$ cat config.mk
export PLATFORM = sky130hd
export DESIGN_NAME = gf2n_small_field_alu
export DESIGN_NICKNAME = d
export VERILOG_FILES = /design/src/design/gfalu_pkg.sv /design/src/design/gf2n_small_field_alu.sv /design/src/design/gfalu_builder.sv /design/src/design/gfalu_tables.sv
export SDC_FILE = /design/constraint.sdc
export NUM_CORES = 1
export LEC_CHECK = 0
export BUFFER_PORTS_ARGS = -buffer_cell sky130_fd_sc_hd__buf_4
export CAP_MARGIN = 10
export CORE_MARGIN = 3
export CORE_UTILIZATION = 61
export CTS_CLUSTER_SIZE = 16
export DETAILED_ROUTE_END_ITERATION = 6
export MAX_ROUTING_LAYER = met4
export PLACE_DENSITY_LB_ADDON = 0.2
export SKIP_LAST_GASP = 1
export SYNTH_ARGS = -nofsm -noshare
export SYNTH_HDL_FRONTEND = slang
export SYNTH_HIERARCHICAL = 1
export SYNTH_SLANG_ARGS = --single-unit
$ cat constraint.sdc
create_clock -name aclk -period 4.5 [get_ports aclk]
set_input_delay 0.9 -clock aclk [delete_from_list [all_inputs] [get_ports aclk]]
set_output_delay 0.9 -clock aclk [all_outputs]
set_load 0.03 [all_outputs]
$ cat src/design/gfalu_pkg.sv
package gfalu_pkg;

    // Field and port widths
    localparam int ELEM_W  = 4;
    localparam int LOG_W   = 4;
    localparam int EXP_W   = 5;
    localparam int DEG_W   = 3;
    localparam int POLY_W  = 5;
    localparam int CIDX_W  = 4;
    localparam int CDATA_W = 3;

    localparam int MAX_DEGREE_DEF = 4;

    // Request codes
    localparam logic [1:0] REQ_ADD = 2'd0;
    localparam logic [1:0] REQ_MUL = 2'd1;
    localparam logic [1:0] REQ_LOG = 2'd2;
    localparam logic [1:0] REQ_EXP = 2'd3;

    // Configuration register indexes
    localparam logic [CIDX_W-1:0] CFG_FIELD_DEGREE = 4'd0;
    localparam logic [CIDX_W-1:0] CFG_POLY_CHOICE  = 4'd1;

    // Primitive polynomials: x^2+x+1, x^3+x+1, x^3+x^2+1, x^4+x+1, x^4+x^3+1
    localparam logic [POLY_W-1:0] POLY_N2  = 5'd7;
    localparam logic [POLY_W-1:0] POLY_N3A = 5'd11;
    localparam logic [POLY_W-1:0] POLY_N3B = 5'd13;
    localparam logic [POLY_W-1:0] POLY_N4A = 5'd19;
    localparam logic [POLY_W-1:0] POLY_N4B = 5'd25;

    // One table write from the builder: antilog[idx] = elem, log[elem] = log_val
    typedef struct packed {
        logic              we;
        logic [LOG_W-1:0]  idx;
        logic [ELEM_W-1:0] elem;
        logic [LOG_W-1:0]  log_val;
    } gfalu_wr_t;

    // Degree actually in force; anything unsupported falls back to n=2
    function automatic logic [DEG_W-1:0] eff_degree(input logic [DEG_W-1:0] deg,
                                                    input int max_deg);
        logic ok;
        ok = (deg >= 3'd2) && (deg <= 3'd4) && (int'(deg) <= max_deg);
        return ok ? deg : 3'd2;
    endfunction

    function automatic logic [POLY_W-1:0] poly_for(input logic [DEG_W-1:0] n,
                                                   input logic choice);
        logic [POLY_W-1:0] p;
        case (n)
            3'd3:    p = choice ? POLY_N3B : POLY_N3A;
            3'd4:    p = choice ? POLY_N4B : POLY_N4A;
            default: p = POLY_N2;
        endcase
        return p;
    endfunction

    // 2^n - 1
    function automatic logic [ELEM_W-1:0] mask_for(input logic [DEG_W-1:0] n);
        logic [ELEM_W-1:0] m;
        case (n)
            3'd3:    m = 4'd7;
            3'd4:    m = 4'd15;
            default: m = 4'd3;
        endcase
        return m;
    endfunction

endpackage

$ cat src/design/gf2n_small_field_alu.sv
// Channel   Dir  Fields (low bit first)
// s_        in   tdata: operand_a[3:0] operand_b[7:4] exponent[12:8]; tuser: req_type[1:0]
// m_        out  tdata: value_out[3:0] log_out[8:4]; tuser: status[0]
// cfg_      in   cfg_index: register index, cfg_data: write data (always ready)
//
// One request per cycle while s_tready is high; each result goes through the log read at the
// taking edge, then the antilog read, then the output register before it is offered on m_.
// After reset and after every register write the tables are rebuilt: start_reg is raised,
// then the builder writes all 2^n-1 entries; during both, s_tready stays low.
// A stalled m_ side holds the whole pipeline, memory read registers included.
module gf2n_small_field_alu #(
    parameter int MAX_DEGREE = gfalu_pkg::MAX_DEGREE_DEF
) (
    input  logic                              aclk,
    input  logic                              aresetn,
    input  logic                              s_tvalid,
    output logic                              s_tready,
    input  logic [15:0]                       s_tdata,   // operand_a, operand_b, exponent
    input  logic [1:0]                        s_tuser,   // req_type
    output logic                              m_tvalid,
    input  logic                              m_tready,
    output logic [15:0]                       m_tdata,   // value_out, log_out
    output logic [0:0]                        m_tuser,   // status
    input  logic                              cfg_valid,
    output logic                              cfg_ready,
    input  logic [gfalu_pkg::CIDX_W-1:0]      cfg_index,
    input  logic [gfalu_pkg::CDATA_W-1:0]     cfg_data
);

    localparam int AW = MAX_DEGREE;

    // Configuration registers
    logic [gfalu_pkg::DEG_W-1:0] degree_reg;
    logic                        choice_reg;
    logic                        start_reg;
    logic                        cfg_hit;
    logic [gfalu_pkg::DEG_W-1:0] n_eff;
    logic [gfalu_pkg::ELEM_W-1:0] mask;

    assign cfg_ready = 1'b1;
    assign cfg_hit   = cfg_valid && cfg_ready &&
                       (cfg_index == gfalu_pkg::CFG_FIELD_DEGREE ||
                        cfg_index == gfalu_pkg::CFG_POLY_CHOICE);

    always_ff @(posedge aclk) begin
        if (!aresetn) begin
            degree_reg <= 3'd2;
            choice_reg <= 1'b0;
            start_reg  <= 1'b1;
        end else begin
            start_reg <= cfg_hit;
            if (cfg_valid && cfg_ready) begin
                if (cfg_index == gfalu_pkg::CFG_FIELD_DEGREE)
                    degree_reg <= cfg_data;
                else if (cfg_index == gfalu_pkg::CFG_POLY_CHOICE)
                    choice_reg <= cfg_data[0];
            end
        end
    end

    assign n_eff = gfalu_pkg::eff_degree(degree_reg, MAX_DEGREE);
    assign mask  = gfalu_pkg::mask_for(n_eff);

    // Table builder
    logic                 build_busy;
    gfalu_pkg::gfalu_wr_t wr;

    gfalu_builder u_builder (
        .aclk    (aclk),
        .aresetn (aresetn),
        .start   (start_reg),
        .degree  (n_eff),
        .choice  (choice_reg),
        .busy    (build_busy),
        .wr      (wr)
    );

    // Pipeline control: everything moves together
    logic adv, s_take;
    logic m_tvalid_reg;

    assign adv      = !m_tvalid_reg || m_tready;
    assign s_tready = adv && !start_reg && !build_busy;
    assign s_take   = s_tvalid && s_tready;

    logic [gfalu_pkg::ELEM_W-1:0] in_a, in_b;
    assign in_a = s_tdata[3:0] & mask;
    assign in_b = s_tdata[7:4] & mask;

    // Stage 1: request fields, log reads in flight
    logic                         s1_valid_reg;
    logic [1:0]                   s1_req_reg;
    logic [gfalu_pkg::ELEM_W-1:0] s1_a_reg, s1_b_reg;
    logic [gfalu_pkg::EXP_W-1:0]  s1_e_reg;
    logic [gfalu_pkg::LOG_W-1:0]  log_a, log_b;
    logic [gfalu_pkg::ELEM_W-1:0] alog_data;

    always_ff @(posedge aclk) begin
        if (!aresetn) begin
            s1_valid_reg <= 1'b0;
        end else if (adv) begin
            s1_valid_reg <= s_take;
        end
        if (adv) begin
            s1_req_reg <= s_tuser;
            s1_a_reg   <= in_a;
            s1_b_reg   <= in_b;
            s1_e_reg   <= s_tdata[12:8];
        end
    end

    // Sum of logs modulo 2^n-1, exponent range check, antilog address
    logic [gfalu_pkg::EXP_W-1:0]  sum_raw;
    logic [gfalu_pkg::LOG_W-1:0]  sum_mod;
    logic                         e_neg, e_bad;
    logic [gfalu_pkg::ELEM_W-1:0] alog_idx;

    always_comb begin
        sum_raw = {1'b0, log_a} + {1'b0, log_b};
        if (sum_raw >= {1'b0, mask})
            sum_raw = sum_raw - {1'b0, mask};
        sum_mod = sum_raw[gfalu_pkg::LOG_W-1:0];
        e_neg   = (s1_e_reg == 5'h1F);
        e_bad   = !e_neg && !(!s1_e_reg[4] && (s1_e_reg[3:0] <= mask - 4'd1));
        if (s1_req_reg == gfalu_pkg::REQ_MUL)
            alog_idx = sum_mod + 4'd1;
        else
            alog_idx = s1_e_reg[3:0] + 4'd1;
    end

    gfalu_tables #(
        .ADDR_W (AW)
    ) u_tables (
        .aclk       (aclk),
        .wr         (wr),
        .rd_en      (adv),
        .log_addr_a (AW'(in_a)),
        .log_addr_b (AW'(in_b)),
        .alog_addr  (AW'(alog_idx)),
        .log_a      (log_a),
        .log_b      (log_b),
        .alog_data  (alog_data)
    );

    // Stage 2: antilog read in flight
    logic                         s2_valid_reg;
    logic [1:0]                   s2_req_reg;
    logic                         s2_zero_reg, s2_eneg_reg, s2_ebad_reg;
    logic [gfalu_pkg::EXP_W-1:0]  s2_log_reg;
    logic [gfalu_pkg::ELEM_W-1:0] s2_xor_reg;

    always_ff @(posedge aclk) begin
        if (!aresetn) begin
            s2_valid_reg <= 1'b0;
        end else if (adv) begin
            s2_valid_reg <= s1_valid_reg;
        end
        if (adv) begin
            s2_req_reg  <= s1_req_reg;
            s2_zero_reg <= (s1_a_reg == 4'd0) || (s1_b_reg == 4'd0);
            s2_eneg_reg <= e_neg;
            s2_ebad_reg <= e_bad;
            s2_log_reg  <= (s1_a_reg == 4'd0) ? 5'h1F : {1'b0, log_a};
            s2_xor_reg  <= s1_a_reg ^ s1_b_reg;
        end
    end

    // Result selection
    logic [gfalu_pkg::ELEM_W-1:0] value_sel;
    logic [gfalu_pkg::EXP_W-1:0]  log_sel;
    logic                         status_sel;

    always_comb begin
        value_sel  = 4'd0;
        log_sel    = 5'd0;
        status_sel = 1'b0;
        case (s2_req_reg)
            gfalu_pkg::REQ_ADD: value_sel = s2_xor_reg;
            gfalu_pkg::REQ_MUL: value_sel = s2_zero_reg ? 4'd0 : alog_data;
            gfalu_pkg::REQ_LOG: log_sel   = s2_log_reg;
            gfalu_pkg::REQ_EXP: begin
                value_sel  = (s2_eneg_reg || s2_ebad_reg) ? 4'd0 : alog_data;
                status_sel = s2_ebad_reg;
            end
            default: value_sel = 4'd0;
        endcase
    end

    // Output register
    logic [15:0] m_tdata_reg;
    logic        m_status_reg;

    always_ff @(posedge aclk) begin
        if (!aresetn) begin
            m_tvalid_reg <= 1'b0;
        end else if (adv) begin
            m_tvalid_reg <= s2_valid_reg;
        end
        if (adv) begin
            m_tdata_reg  <= {7'd0, log_sel, value_sel};
            m_status_reg <= status_sel;
        end
    end

    assign m_tvalid   = m_tvalid_reg;
    assign m_tdata    = m_tdata_reg;
    assign m_tuser[0] = m_status_reg;

    // Checks
    a_no_take_in_build: assert property (@(posedge aclk) disable iff (!aresetn)
        build_busy |-> !s_take)
        else $error("request taken while tables are being rebuilt");

    a_cfg_blocks_input: assert property (@(posedge aclk) disable iff (!aresetn)
        cfg_hit |=> !s_tready)
        else $error("input not held off after a register write");

    a_status_zero_data: assert property (@(posedge aclk) disable iff (!aresetn)
        (m_tvalid && m_tuser[0]) |-> (m_tdata[8:0] == 9'd0))
        else $error("error status with non-zero result data");

endmodule

$ cat src/design/gfalu_builder.sv
module gfalu_builder (
    input  logic                          aclk,
    input  logic                          aresetn,
    input  logic                          start,
    input  logic [gfalu_pkg::DEG_W-1:0]   degree,
    input  logic                          choice,
    output logic                          busy,
    output gfalu_pkg::gfalu_wr_t          wr
);

    logic                               busy_reg, busy_next;
    logic [gfalu_pkg::LOG_W-1:0]        idx_reg, idx_next;
    logic [gfalu_pkg::ELEM_W-1:0]       v_reg, v_next;
    logic [gfalu_pkg::POLY_W-1:0]       poly;
    logic [gfalu_pkg::ELEM_W-1:0]       mask;
    logic [gfalu_pkg::POLY_W-1:0]       shifted;

    assign poly = gfalu_pkg::poly_for(degree, choice);
    assign mask = gfalu_pkg::mask_for(degree);

    // Next power of alpha: shift and reduce when bit n comes up
    always_comb begin
        shifted = {v_reg, 1'b0};
        if (shifted[degree])
            shifted = shifted ^ poly;
    end

    // Sweep over 1 .. 2^n-1, one table entry per cycle
    always_comb begin
        busy_next = busy_reg;
        idx_next  = idx_reg;
        v_next    = v_reg;
        if (start) begin
            busy_next = 1'b1;
            idx_next  = 4'd1;
            v_next    = 4'd1;
        end else if (busy_reg) begin
            if (idx_reg == mask) begin
                busy_next = 1'b0;
            end else begin
                idx_next = idx_reg + 4'd1;
                v_next   = shifted[gfalu_pkg::ELEM_W-1:0];
            end
        end
    end

    always_ff @(posedge aclk) begin
        if (!aresetn) begin
            busy_reg <= 1'b0;
        end else begin
            busy_reg <= busy_next;
        end
        idx_reg <= idx_next;
        v_reg   <= v_next;
    end

    assign busy       = busy_reg;
    assign wr.we      = busy_reg;
    assign wr.idx     = idx_reg;
    assign wr.elem    = v_reg;
    assign wr.log_val = idx_reg - 4'd1;

endmodule

$ cat src/design/gfalu_tables.sv
module gfalu_tables #(
    parameter int ADDR_W = gfalu_pkg::MAX_DEGREE_DEF
) (
    input  logic                          aclk,
    input  gfalu_pkg::gfalu_wr_t          wr,
    input  logic                          rd_en,
    input  logic [ADDR_W-1:0]             log_addr_a,
    input  logic [ADDR_W-1:0]             log_addr_b,
    input  logic [ADDR_W-1:0]             alog_addr,
    output logic [gfalu_pkg::LOG_W-1:0]   log_a,
    output logic [gfalu_pkg::LOG_W-1:0]   log_b,
    output logic [gfalu_pkg::ELEM_W-1:0]  alog_data
);

    localparam int DEPTH = 1 << ADDR_W;

    logic [gfalu_pkg::ELEM_W-1:0] alog_mem [DEPTH];
    logic [gfalu_pkg::LOG_W-1:0]  log_mem  [DEPTH];

    // Write port, driven by the builder sweep only
    always_ff @(posedge aclk) begin
        if (wr.we) begin
            alog_mem[ADDR_W'(wr.idx)]  <= wr.elem;
            log_mem[ADDR_W'(wr.elem)]  <= wr.log_val;
        end
    end

    // Registered reads, held while the pipeline stalls
    always_ff @(posedge aclk) begin
        if (rd_en) begin
            log_a     <= log_mem[log_addr_a];
            log_b     <= log_mem[log_addr_b];
            alog_data <= alog_mem[alog_addr];
        end
    end

endmodule
* Word level (Yosys, flattened, before mapping)
Memory sizes are Yosys's and may differ from the RTL's. A register that Yosys moved wholly into a read port is not among the register bits.
Index checks and enable logic that the tools add are counted.
** Word-level totals
- Logic and storage cells :: 97
- Output and inout bits :: 20
- Memory bits (writable) :: 128
- Flip-flop bits (word level) :: 56
- Memories kept :: 2
** Operators by class
- Reductions and logical operators :: 25
- $lt $le $gt $ge :: 6
- Equal/unequal tests :: 9
- Bitwise gates (word level) :: 6
- $add $sub $neg :: 7
- Mux-type cells :: 19
** Memory list
- u_tables.alog_mem :: depth 16, bits a word 4, rd ports 1, clocked after memory_dff 1, write ports 1, line gfalu_tables.sv:17 : logic [gfalu_pkg::ELEM_W-1:0] alog_mem [DEPTH];
- u_tables.log_mem :: depth 16, bits a word 4, rd ports 2, clocked after memory_dff 2, write ports 1, line gfalu_tables.sv:18 : logic [gfalu_pkg::LOG_W-1:0] log_mem [DEPTH];
** Operator list (count)
- $mux 4 :: 6
- $pmux 4 s2 :: 2
- $add 4x1->4 const B :: 3
- $logic_not 4->1 :: 3
- $pmux 4 s3 :: 1
- $and 4x4->4 :: 2
- $logic_and 1x1->1 :: 8
- $sub 4x1->4 const B :: 2
- $xor 4x4->4 :: 2
- $le 3x3->1 const B :: 2
- $logic_not 1->1 :: 6
- $mux 1 :: 6
- $mux 3 :: 2
- $add 4x4->5 :: 1
- $eq 5x5->1 const B :: 1
- $ge 5x4->1 :: 1
- $mux 5 :: 1
- $eq 2x1->1 const B :: 2
- $eq 2x2->1 const B :: 2
- $eq 4x1->1 const B :: 1
- $eq 4x4->1 :: 1
- $le 4x4->1 :: 1
- $logic_or 1x1->1 :: 4
- $lt 3x4->1 const B :: 1
- 9 further kinds :: 11

* Depth between registers and ports, before layout
Gate-level depths: netlist (run 1).
- Depth in word-level cells :: 11
- Gate-level depth with buffers :: 15
- Mapped depth without buffers :: 14

* Modules after synthesis
The synthesis (run 1) kept the hierarchy.
** By module, submodules not included
- gfalu_tables :: cells each 303, instances 1, area an instance 6087.1 sq um, sequential area each 4204.0 sq um
- gf2n_small_field_alu :: cells each 185, instances 1, area an instance 2263.4 sq um, sequential area each 1331.3 sq um
- gfalu_builder :: cells each 62, instances 1, area an instance 560.5 sq um, sequential area each 180.2 sq um

* Worst setup path before layout (run 1)
Ideal clock, no wire load.
- Path type :: flip-flop to flip-flop
- From :: register u_tables/log_a[0] in the netlist's numbering, read port of u_tables.log_mem
- To :: register u_tables/alog_data[1] in the netlist's numbering, read port of u_tables.alog_mem, data pin
- Data arrival time :: 3.229 ns
- Setup slack :: 1.009 ns
- Setup time :: 0.261 ns
- Period minus slack after synthesis :: 3.491 ns
- Stages on the path, launching flop included :: 16
- Data required time :: 4.239 ns
- Path buffers :: 2
- Cell sequence :: edfxtp_1 ha_1 inv_1 fa_1 xnor2_1 ha_1 o21a_1 o31a_1 o21ai_0 o211ai_1 ha_1 clkbuf_1 buf_2 mux4_2 a22oi_1 nand3_1
** Between the ends
- Cells in the longest elaborated chain, start to end :: 5
** RTL lines
- from (decl) :: line gfalu_tables.sv:10 : output logic [gfalu_pkg::LOG_W-1:0] log_a,
- $add 4x4->5 * :: line gf2n_small_field_alu.sv:119 : sum_raw = {1'b0, log_a} + {1'b0, log_b};
- $sub 4x4->4 / $ge 5x4->1 (equally long branches) :: line gf2n_small_field_alu.sv:121, gf2n_small_field_alu.sv:120
- $mux 4 * :: line gf2n_small_field_alu.sv:120 : if (sum_raw >= {1'b0, mask})
- $add 4x1->4 * :: line gf2n_small_field_alu.sv:126 : alog_idx = sum_mod + 4'd1;
- $mux 4 * :: line gf2n_small_field_alu.sv:125 : if (s1_req_reg == gfalu_pkg::REQ_MUL)
- via alog_idx, one bit :: line gf2n_small_field_alu.sv:116 : logic [gfalu_pkg::ELEM_W-1:0] alog_idx;
- to (decl) :: line gfalu_tables.sv:12 : output logic [gfalu_pkg::ELEM_W-1:0] alog_data
The timed path passes the listed nets; every way through them passes the cells marked *.
A chain may end at the register's enable or synchronous reset.

* Worst setup path in the final report (run 1)
- From :: register degree_reg[1] in the netlist's numbering
- To :: register u_tables/alog_data[1] in the netlist's numbering, read port of u_tables.alog_mem, data pin
** Between the ends
- Cells in the longest elaborated chain, start to end :: 10
** RTL lines
- from (decl) :: line gf2n_small_field_alu.sv:33 : logic [gfalu_pkg::DEG_W-1:0] degree_reg;
- from (signal assigned) :: line gf2n_small_field_alu.sv:54 : degree_reg <= cfg_data;
- $ge 3x2->1 / $le 3x3->1 (equally long branches) :: line gfalu_pkg.sv:43 : ok = (deg >= 3'd2) && (deg <= 3'd4) && (int'(deg) <= max_deg);
- $logic_and 1x1->1 (2 in series) :: line gfalu_pkg.sv:43
- $mux 3 * :: line gfalu_pkg.sv:44 : return ok ? deg : 3'd2;
- via n_eff, one bit :: line gf2n_small_field_alu.sv:37 : logic [gfalu_pkg::DEG_W-1:0] n_eff;
- $eq 3x3->1 / $eq 3x2->1 (equally long branches) :: line gfalu_pkg.sv:61 : case (n)
- $pmux 4 s2 * :: line gfalu_pkg.sv:61
- $ge 5x4->1 * :: line gf2n_small_field_alu.sv:120
- $mux 4 * :: line gf2n_small_field_alu.sv:120
- $add 4x1->4 * :: line gf2n_small_field_alu.sv:126
- $mux 4 * :: line gf2n_small_field_alu.sv:125
- via alog_idx, one bit :: line gf2n_small_field_alu.sv:116
Marked as above.

==> run summary, run 1 <==
Fill cells - 927
Commonest cells post-synth - edfxtp_1, nor2_1, mux4_1, nand3_1, nand2_1
Post-synth EDFFs - 179
Rows - 43
Crit path kind - reg -> reg
Setup_tns - 0 ns
Overall die width - 126.9 um
Worst endpoint required time - 4.67 ns
Synth warnings - 6
Pleak - 3.561 nW
Area of the mapped netlist - 8911 sq um
DIE HEIGHT - 126.9 um
Layout area overhead - 10.31%
Cell count after synthesis - 550
Detailed placement HPWL - 11530 um
Post-synth cell types - 58
Top cell type's share of synthesized area - 60.32%
Final GP Congestion - 0.9013
CTS max path bufs - 2
Detailed-route via count - 4916
Avg WL per Cell - 21.17 um
Core ar. - 14100 sq um
Initial Utilization - 63.22%
Die area - 16090 sq um
Hold_sp - s2_valid_reg$_SDFFE_PN0N_
NumNets Final - 636
Vias in the first global route - 4965
Antenna violations before repair - 0
First drt pass iteration count - 5
Minimum clock period - 4.111 ns
Largest net degree at the start of global routing - 52
Crit Path Max Fanout - 9
Antenna Diode Count - 0
Residual DRC - 0
Setup bufs post-CTS - 0
Pwr dens - 427.6 nW/um^2
Crit. End Element - register
Clock latency on the worst-skew pair - 0.43 ns
Tcrit/Tclk final - 91.37%
Largest area contributor in the netlist - edfxtp_1
IO buf count - 38
Drt initial violations - 497
Share of layout cells above drive strength 1 - 16.34%
Tot GR Track Use - 22.74%
Seq. cell area - 5715 sq um
CP Data Arrival Time - 4.28 ns
CTS tree - done
Setup violations, final - 0
First-pass GRT wire length - 26990 um
Syn_area_per_cell - 16.20 sq um
Area of the multi-input gates - 2962 sq um
CTS root buffer - clkbuf_16
Sequential share of the synthesized area - 64.14%
FMAX - 243.2 MHz
Critical Path Start - degree_reg[1]$_SDFFE_PN1P_
Routed Antenna Nets - 0
Htree depth - 4
Register bit total from synthesis - 196
Pin slew with the least headroom to its limit - 1.183 ns
Unrepaired setup endpoints after global routing - no
Worst hold path type - reg -> reg
Peak supply drop - 348.9 uV
CTS Buf Count - 17
Io pins - 50
Run status - finished clean
Synth area leaders - edfxtp_1, mux4_1, dfxtp_1
Final Hold Viols - 0
CP Launch Type - register
Fin Clk Skew - 0.008698 ns
Asr flop ratio synth - 0%
Worst hold margin - 0.4887 ns
Most used DFF post-synth - edfxtp_1
Total gr overflow - 0
Slew Viols, Final - 0
R2R Path Start - degree_reg[1]$_SDFFE_PN1P_
Max cap viols - 0
Detail-routed via count per cell - 6.254
Slew HR - 20.88%
Sink Count - 196
DRT Wirelength - 16640 um
Count leader, synth - edfxtp_1
Clock-pin slew on the worst setup and hold paths - 0.07 ns
-- repair_timing --
item / CTS / global route
hold buffers: 0 / 0
resized for setup: 0 / 1
setup endpoints to repair: 0 / 1
-- cell families (layout without fill, tap and decap cells) --
group | after synthesis | count (layout) | share of synthesized area, %
AO/OA/AOI/OAI | 55 | 55 | 4.395
XOR/XNOR | 13 | 13 | 1.278
adder cells (fa/ha/maj) | 13 | 13 | 1.910
buffers and inverters | 39 | 89 | 2.906
flip-flops | 196 | 196 | 64.14
multiplexers | 57 | 57 | 14.94
other | 2 | 8 | 0.08428
AND/OR/NAND/NOR | 175 | 175 | 10.35
-- report_power, final --
part / internal (mW) / total [mW] / switching [mW]
sequential: 2.12 / 2.19 / 0.0669
combinational: 0.244 / 0.594 / 0.350
clock: 0.769 / 1.42 / 0.651
-- path summary, 6_finish.rpt --
check                                                        to  slack [ns]  depth (start not counted)
worst min register to register            m_tvalid$_SDFFE_PN0N_        0.49                          1
worst max-delay path            u_tables/alog_data[1]$_DFFE_PP_        0.39                         14
worst min-delay path                      m_tvalid$_SDFFE_PN0N_        0.49                          1
worst max register to register  u_tables/alog_data[1]$_DFFE_PP_        0.39                         14
-- cells in the final DEF (no fill, tap or decap), types with 5 or more instances in the layout --
| cell | instances |
|---|---|
| dfxtp_1 | 17 |
| a22oi_1 | 13 |
| conb_1 | 8 |
| inv_1 | 14 |
| xor2_1 | 10 |
| nand2_1 | 25 |
| nand3b_1 | 5 |
| and2_1 | 8 |
| nor2b_1 | 21 |
| buf_4 | 42 |
| a21oi_1 | 11 |
| mux2i_1 | 7 |
| nand2b_1 | 5 |
| nor2_1 | 46 |
| edfxtp_1 | 179 |
| ha_1 | 11 |
| a21o_1 | 5 |
| mux4_2 | 6 |
| mux4_1 | 42 |
| nor3_1 | 11 |
| o21ai_0 | 5 |
| clkbuf_16 | 17 |
| or2_2 | 5 |
| nand3_1 | 28 |
| inv_6 | 6 |
-- area by class of cell --
cell class | count | share of cell area, %
Multi-Input combinational cell | 321 | 30.13
Clock inverter | 14 | 1.286
Tap cell | 180 | 2.291
Inverter | 15 | 0.5728
Sequential cell | 196 | 58.15
Timing Repair Buffer | 42 | 3.208
Clock buffer | 18 | 4.366
-- metal layers --
layer	wire length [um]	vias up	global-route usage, %
li1	-	2265	-
met1	7145	2448	30.22
met2	8264	180	35.68
met3	934	23	5.642
met4	295	0	6.309
met5	0	-	-
-- metrics by stage --
stage                     util [%]  power [mW]  setup WS [ns]  instances  area, sq um
after floorplan                  -       2.638          1.009        556         8934
after global placement       65.72       2.773         0.5148        753         9264
after detailed placement     65.72       2.814         0.3264        753         9264
after CTS                    69.66       4.224         0.3354        785         9819
after global routing         69.73       4.379        0.07905        786         9829
final                        69.73       4.203         0.3885        786         9829
-- worst max-delay path, stage by stage, from the launching register on --
cell      delay [ns]
dfxtp_1         0.33
nor2_1          0.25
nand2_1         0.21
o21ai_0         0.29
inv_1           0.18
ha_1            0.38
o21a_1          0.23
o31a_1          0.15
o21ai_0         0.19
o211ai_1        0.18
inv_1           0.38
buf_4           0.27
mux4_1          0.61
nand3_1         0.11
nand3_1         0.08
(Power assumes the default switching activity.)
==> run 2: changes to the inputs <==
- CORE_MARGIN: 3 -> 4
==> run summary, run 2 (synthesis gave the netlist of run 1 again) <==
DRT Wirelength - 16710 um (was 16640 um)
Tot GR Track Use - 22.10% (was 22.74%)
Commonest non-fill, non-tap cell in the layout - edfxtp_1 (unchanged)
Post-Layout Cell Count - 787 (was 786)
Layout area overhead - 10.64% (was 10.31%)
Final Hold Viols - 0 (unchanged)
CP Data Arrival Time - 4.33 ns (was 4.28 ns)
CTS max path bufs - 2 (unchanged)
Final GP Congestion - 0.9076 (was 0.9013)
Setup_tns - 0 ns (unchanged)
Routed Antenna Nets - 0 (unchanged)
Crit Path Max Fanout - 9 (unchanged)
First-pass GRT wire length - 26750 um (was 26990 um)
Worst endpoint required time - 4.67 ns (about the same)
Io pins - 50 (unchanged)
Slew Viols, Final - 0 (unchanged)
Overall die width - 128.9 um (was 126.9 um)
IO buf count - 38 (unchanged)
Worst hold margin - 0.4988 ns (was 0.4887 ns)
Worst hold path type - reg -> reg (unchanged)
DIE HEIGHT - 128.9 um (was 126.9 um)
Clock-pin slew on the worst setup and hold paths - 0.07 ns (about the same)
Tcrit/Tclk final - 92.43% (was 91.37%)
Fill cells - 904 (was 927)
Post-CTS Resized - 0 (unchanged)
Drt initial violations - 410 (was 497)
CTS root buffer - clkbuf_16 (unchanged)
Clock latency on the worst-skew pair - 0.43 ns (about the same)
Htree depth - 4 (unchanged)
Setup bufs post-CTS - 0 (unchanged)
Sink Count - 196 (unchanged)
Rows - 43 (unchanged)
Avg WL per Cell - 21.23 um (was 21.17 um)
First drt pass iteration count - 4 (was 5)
Crit path kind - reg -> reg (unchanged)
Crit. End Element - register (unchanged)
Setup violations, final - 0 (unchanged)
Core ar. - 14100 sq um (unchanged)
FMAX - 240.4 MHz (was 243.2 MHz)
Largest net degree at the start of global routing - 52 (unchanged)
Run status - finished clean (unchanged)
Fin Clk Skew - 0.006871 ns (was 0.008698 ns)
Detailed placement HPWL - 11330 um (was 11530 um)
Vias in the first global route - 5038 (was 4965)
CP Launch Type - register (unchanged)
Pwr dens - 432.5 nW/um^2 (was 427.6 nW/um^2)
Dpl cells - 754 (was 753)
Detail-routed via count per cell - 6.288 (was 6.254)
Max cap viols - 0 (unchanged)
Pin slew with the least headroom to its limit - 1.128 ns (was 1.183 ns)
Minimum clock period - 4.159 ns (was 4.111 ns)
Antenna violations before repair - 0 (unchanged)
Detailed-route via count - 4949 (was 4916)
Most frequent cells in the layout - edfxtp_1, nor2_1, buf_4 (was edfxtp_1, nor2_1, buf_4, mux4_1, nand3_1)
Initial Utilization - 63.22% (unchanged)
CTS tree - done (unchanged)
Residual DRC - 0 (unchanged)
Share of layout cells above drive strength 1 - 15.82% (was 16.34%)
NumNets Final - 637 (was 636)
Peak supply drop - 638.1 uV (was 348.9 uV)
Slew HR - 24.45% (was 20.88%)
Unrepaired setup endpoints after global routing - no (unchanged)
CTS Buf Count - 17 (unchanged)
Antenna Diode Count - 0 (unchanged)
Total gr overflow - 0 (unchanged)
Pleak - 3.576 nW (was 3.561 nW)
Die area - 16610 sq um (was 16090 sq um)
Cts hold-fix bufs - 0 (unchanged)
run 2: final timing paths:
path	start	to	slack (ns)	depth (start not counted)
max	degree_reg[1]$_SDFFE_PN1P_	u_tables/alog_data[1]$_DFFE_PP_	0.34	14
min	s2_valid_reg$_SDFFE_PN0N_	m_tvalid$_SDFFE_PN0N_	0.50	1
max reg2reg	degree_reg[1]$_SDFFE_PN1P_	u_tables/alog_data[1]$_DFFE_PP_	0.34	14
min reg2reg	s2_valid_reg$_SDFFE_PN0N_	m_tvalid$_SDFFE_PN0N_	0.50	1
run 2: metal layers:
metal	vias up	GRT usage [%]	wire [um]
met4	0	8.709	488
met3	33	4.649	1020
met5	-	-	0
li1	2270	-	-
met1	2459	29.08	7056
met2	187	34.21	8143
run 2: through the flow:
stage | util, % | cell area [sq um] | setup slack (ns) | total power, mW
5_1_grt | 69.95 | 9859 | 0.08016 | 4.426
3_3_place_gp | 65.77 | 9271 | 0.5498 | 2.779
4_1_cts | 69.89 | 9852 | 0.3295 | 4.287
3_5_place_dp | 65.77 | 9271 | 0.3465 | 2.812
6_report | 69.95 | 9859 | 0.3406 | 4.264
2_1_floorplan | - | 8934 | 1.009 | 2.638
run 2: layout make-up:
class                           count  area [sq um]  area share, %
Clock buffer                       18         429.2          4.353
Timing Repair Buffer               43         322.8          3.274
Multi-Input combinational cell    321          2959          30.01
Clock inverter                     14         151.4          1.536
Inverter                           15         56.30         0.5711
Tap cell                          180         225.2          2.284
Sequential cell                   196          5715          57.97
run 2: report_power, final:
| part | switching, mW | total (mW) | internal (mW) |
|---|---|---|---|
| Clock | 0.655 | 1.48 | 0.826 |
| Combinational | 0.349 | 0.594 | 0.245 |
| Sequential | 0.0670 | 2.19 | 2.12 |
run 2: critical path, stage by stage (launching register included):
cell      delay [ns]
dfxtp_1         0.32
nor2_1          0.26
nand2_1         0.21
o21ai_0         0.31
inv_1           0.17
ha_1            0.38
o21a_1          0.23
o31a_1          0.14
o21ai_0         0.19
o211ai_1        0.18
inv_1           0.41
buf_4           0.29
mux4_1          0.60
nand3_1         0.11
nand3_1         0.08
==> run 3: changes to the inputs <==
- ABC_AREA: not set -> 1
- CORE_UTILIZATION: 61 -> 62
- SLEW_MARGIN: not set -> 15
==> run summary, run 3 <==
Run status - complete, but fails checks (was finished clean)
Failing checks - design-rule violations
Post-synth EDFFs - 179 (unchanged)
CTS root buffer - clkbuf_16 (unchanged)
Post-CTS Resized - 0 (unchanged)
Antenna Diode Count - 0 (unchanged)
First-pass GRT wire length - 33780 um (was 26750 um)
CP delay by family, top - adder cells (was compound AO/OA/AOI/OAI gates)
Synth warnings - 6 (unchanged)
Largest area contributor in the netlist - edfxtp_1 (unchanged)
Routed Antenna Nets - 0 (unchanged)
Setup bufs post-CTS - 0 (unchanged)
Slowest CP cell - ha_1 (was mux4_1)
Final GP Congestion - 0.9059 (was 0.9076)
Cts hold-fix bufs - 0 (unchanged)
Switching pwr - 1.151 mW (was 1.071 mW)
CP Launch Type - register (unchanged)
Vias in the first global route - 6818 (was 5038)
CP Data Arrival Time - 4.02 ns (was 4.33 ns)
Crit Path Max Fanout - 17 (was 9)
Initial Utilization - 64.04% (was 63.22%)
Sink Count - 196 (unchanged)
Crit. End Element - register (unchanged)
Drt initial violations - 778 (was 410)
NumNets Final - 1135 (was 637)
Flop pwr share - 50.8% (was 51.3%)
FMAX - 260.2 MHz (was 240.4 MHz)
Cell count after synthesis - 1069 (was 550)
Pin slew with the least headroom to its limit - 1.081 ns (was 1.128 ns)
Crit path buf inv count - 4 (was 3)
Slew HR - 27.96% (was 24.45%)
Fin Clk Skew - 0.008116 ns (was 0.006871 ns)
DIE HEIGHT - 134 um (was 128.9 um)
Avg WL per Cell - 16.06 um (was 21.23 um)
Pwr dens - 404.9 nW/um^2 (was 432.5 nW/um^2)
Htree depth - 4 (unchanged)
Clock-pin slew on the worst setup and hold paths - 0.06 ns (was 0.07 ns)
Sequential share of the synthesized area - 58.07% (was 64.14%)
Die area - 17960 sq um (was 16610 sq um)
Tot GR Track Use - 25.12% (was 22.10%)
CTS max path bufs - 2 (unchanged)
Most used DFF post-synth - edfxtp_1 (unchanged)
Worst endpoint required time - 4.68 ns (was 4.67 ns)
Crit-path cells - ha_1, inv_1, fa_1, xor2_1, inv_1, ha_1, nand3_1, nand3_1, nand2_1, nand2_2, nand2_2, nand3_2, nand2_2, inv_2, ha_1, inv_4, nand3_1, nand3_1, nand3_1, nand2_1 (was nor2_1, nand2_1, o21ai_0, inv_1, ha_1, o21a_1, o31a_1, o21ai_0, o211ai_1, inv_1, buf_4, mux4_1, nand3_1, nand3_1)
Dpl cells - 1284 (was 754)
CP peak stage delay - 0.69 ns (was 0.60 ns)
Max cap viols - 0 (unchanged)
Share of layout cells above drive strength 1 - 9.140% (was 15.82%)
Antenna violations before repair - 0 (unchanged)
Count leader, synth - nand2_1 (was edfxtp_1)
Fill cells - 1205 (was 904)
Synth area leaders - edfxtp_1, nand2_1, nand3_1 (was edfxtp_1, mux4_1, dfxtp_1)
Int Power - 3.149 mW (was 3.193 mW)
Setup violations, final - 0 (unchanged)
Tcrit/Tclk final - 85.40% (was 92.43%)
Detailed-route via count - 7192 (was 4949)
Total gr overflow - 0 (unchanged)
Worst hold path type - reg -> reg (unchanged)
Core ar. - 15370 sq um (was 14100 sq um)
Crit path kind - reg -> reg (unchanged)
Overall die width - 134 um (was 128.9 um)
Layout area overhead - 7.881% (was 10.64%)
First drt pass iteration count - 7 (was 4)
Unrepaired setup endpoints after global routing - no (unchanged)
Clock share of power - 33.2% (was 34.7%)
Combinational power share - 16.0% (was 13.9%)
Sw Ratio - 26.77% (was 25.12%)
Register bit total from synthesis - 196 (unchanged)
Post-Layout Cell Count - 1316 (was 787)
Syn_area_per_cell - 9.208 sq um (was 16.20 sq um)
Detailed placement HPWL - 13600 um (was 11330 um)
Minimum clock period - 3.843 ns (was 4.159 ns)
IO buf count - 38 (unchanged)
Asr flop ratio synth - 0% (unchanged)
Io pins - 50 (unchanged)
DRT Wirelength - 21140 um (was 16710 um)
Commonest non-fill, non-tap cell in the layout - nand2_1 (was edfxtp_1)
Clock latency on the worst-skew pair - 0.43 ns (about the same)
Top cell type's share of synthesized area - 54.61% (was 60.32%)
Peak supply drop - 313.5 uV (was 638.1 uV)
Final Hold Viols - 0 (unchanged)
Post-synth cell types - 37 (was 58)
Largest net degree at the start of global routing - 53 (was 52)
Critical path's most frequent cell - nand3_1
CTS Buf Count - 17 (unchanged)
Slew Viols, Final - 0 (unchanged)
Area of the mapped netlist - 9843 sq um (was 8911 sq um)
Most frequent cells in the layout - nand2_1, nand3_1, edfxtp_1 (was edfxtp_1, nor2_1, buf_4)
Pleak - 4.763 nW (was 3.576 nW)
Rows - 45 (was 43)
Setup_tns - 0 ns (unchanged)
Detail-routed via count per cell - 5.465 (was 6.288)
Commonest cells post-synth - nand2_1, nand3_1, edfxtp_1, inv_1, nor2_1 (was edfxtp_1, nor2_1, mux4_1, nand3_1, nand2_1)
CTS tree - done (unchanged)
Residual DRC - 1 (was 0)
run 3: changes by cell type in the layout (fill, tap and decap cells not counted), sizes merged, moves of 7 or more:
cell	delta
a22oi	-13
and2	-8
inv	+167
mux2i	-7
mux4	-48
nand2	+280
nand3	+181
nor2b	-22
run 3: area by class of cell:
class / count / area [sq um] / share of cell area [%]
Timing Repair Buffer: 44 / 330.3 / 3.111
Inverter: 188 / 718.2 / 6.763
Multi-Input combinational cell: 645 / 3038 / 28.61
Clock buffer: 22 / 444.2 / 4.183
Sequential cell: 196 / 5715 / 53.82
Tap cell: 211 / 264.0 / 2.486
Clock inverter: 10 / 108.9 / 1.025
run 3: kinds of logic after synthesis:
kind of cell | after synthesis | share of synthesized area, %
AND/OR/NAND/NOR | 589 | 26.46
buffers and inverters | 234 | 11.30
flip-flops | 196 | 58.07
AO/OA/AOI/OAI | 24 | 1.386
adder cells (fa/ha/maj) | 13 | 1.729
XOR/XNOR | 11 | 0.9787
other | 2 | 0.07630
run 3: final timing paths:
path	startpoint	endpoint	slack, ns	depth (start not counted)
max	u_tables/log_a[0]$_DFFE_PP_	u_tables/alog_data[1]$_DFFE_PP_	0.66	20
min	s1_req_reg[1]$_DFFE_PN_	s2_req_reg[1]$_DFFE_PN_	0.44	0
max reg2reg	u_tables/log_a[0]$_DFFE_PP_	u_tables/alog_data[1]$_DFFE_PP_	0.66	20
min reg2reg	s1_req_reg[1]$_DFFE_PN_	s2_req_reg[1]$_DFFE_PN_	0.44	0
run 3: worst reg2reg max path: cells and delay by family, from the launching register on:
family | cells | cell delay (ns)
buffers and inverters | 4 | 0.38
adders and majority gates | 4 | 1.58
DFF | 1 | 0.39
and+or+nand+nor | 11 | 1.05
xor gates and xnor gates | 1 | 0.21
run 3: layer usage:
| metal | track usage [%] | vias to the layer above | wire length (um) |
|---|---|---|---|
| li1 | - | 3493 | - |
| met1 | 31.68 | 3326 | 8706 |
| met2 | 39.44 | 320 | 10200 |
| met3 | 6.189 | 53 | 1592 |
| met4 | 10.06 | 0 | 637 |
| met5 | - | - | 0 |
run 3: power by group through the flow:
| stage | Sequential (mW) | Clock (mW) | Combinational, mW |
|---|---|---|---|
| after floorplan | 2.21 | 0 | 0.526 |
| final | 2.18 | 1.43 | 0.690 |
| after global routing | 2.19 | 1.53 | 0.772 |
| after global placement | 2.22 | 0 | 0.667 |
| after CTS | 2.18 | 1.46 | 0.686 |
| after detailed placement | 2.22 | 0 | 0.680 |
run 3: metrics by stage:
| step | power [mW] | setup slack, ns | hold slack [ns] | utilization, % | cell area [sq um] |
|---|---|---|---|---|---|
| 3_3_place_gp | 2.886 | 0.7018 | 0.4217 | 65.49 | 10070 |
| 3_5_place_dp | 2.901 | 0.6704 | 0.4399 | 65.49 | 10070 |
| 6_report | 4.300 | 0.6569 | 0.4432 | 69.08 | 10620 |
| 4_1_cts | 4.324 | 0.6359 | 0.4424 | 69.08 | 10620 |
| 2_1_floorplan | 2.736 | 0.8992 | 0.4179 | - | 9866 |
| 5_1_grt | 4.497 | 0.2972 | 0.4486 | 69.08 | 10620 |
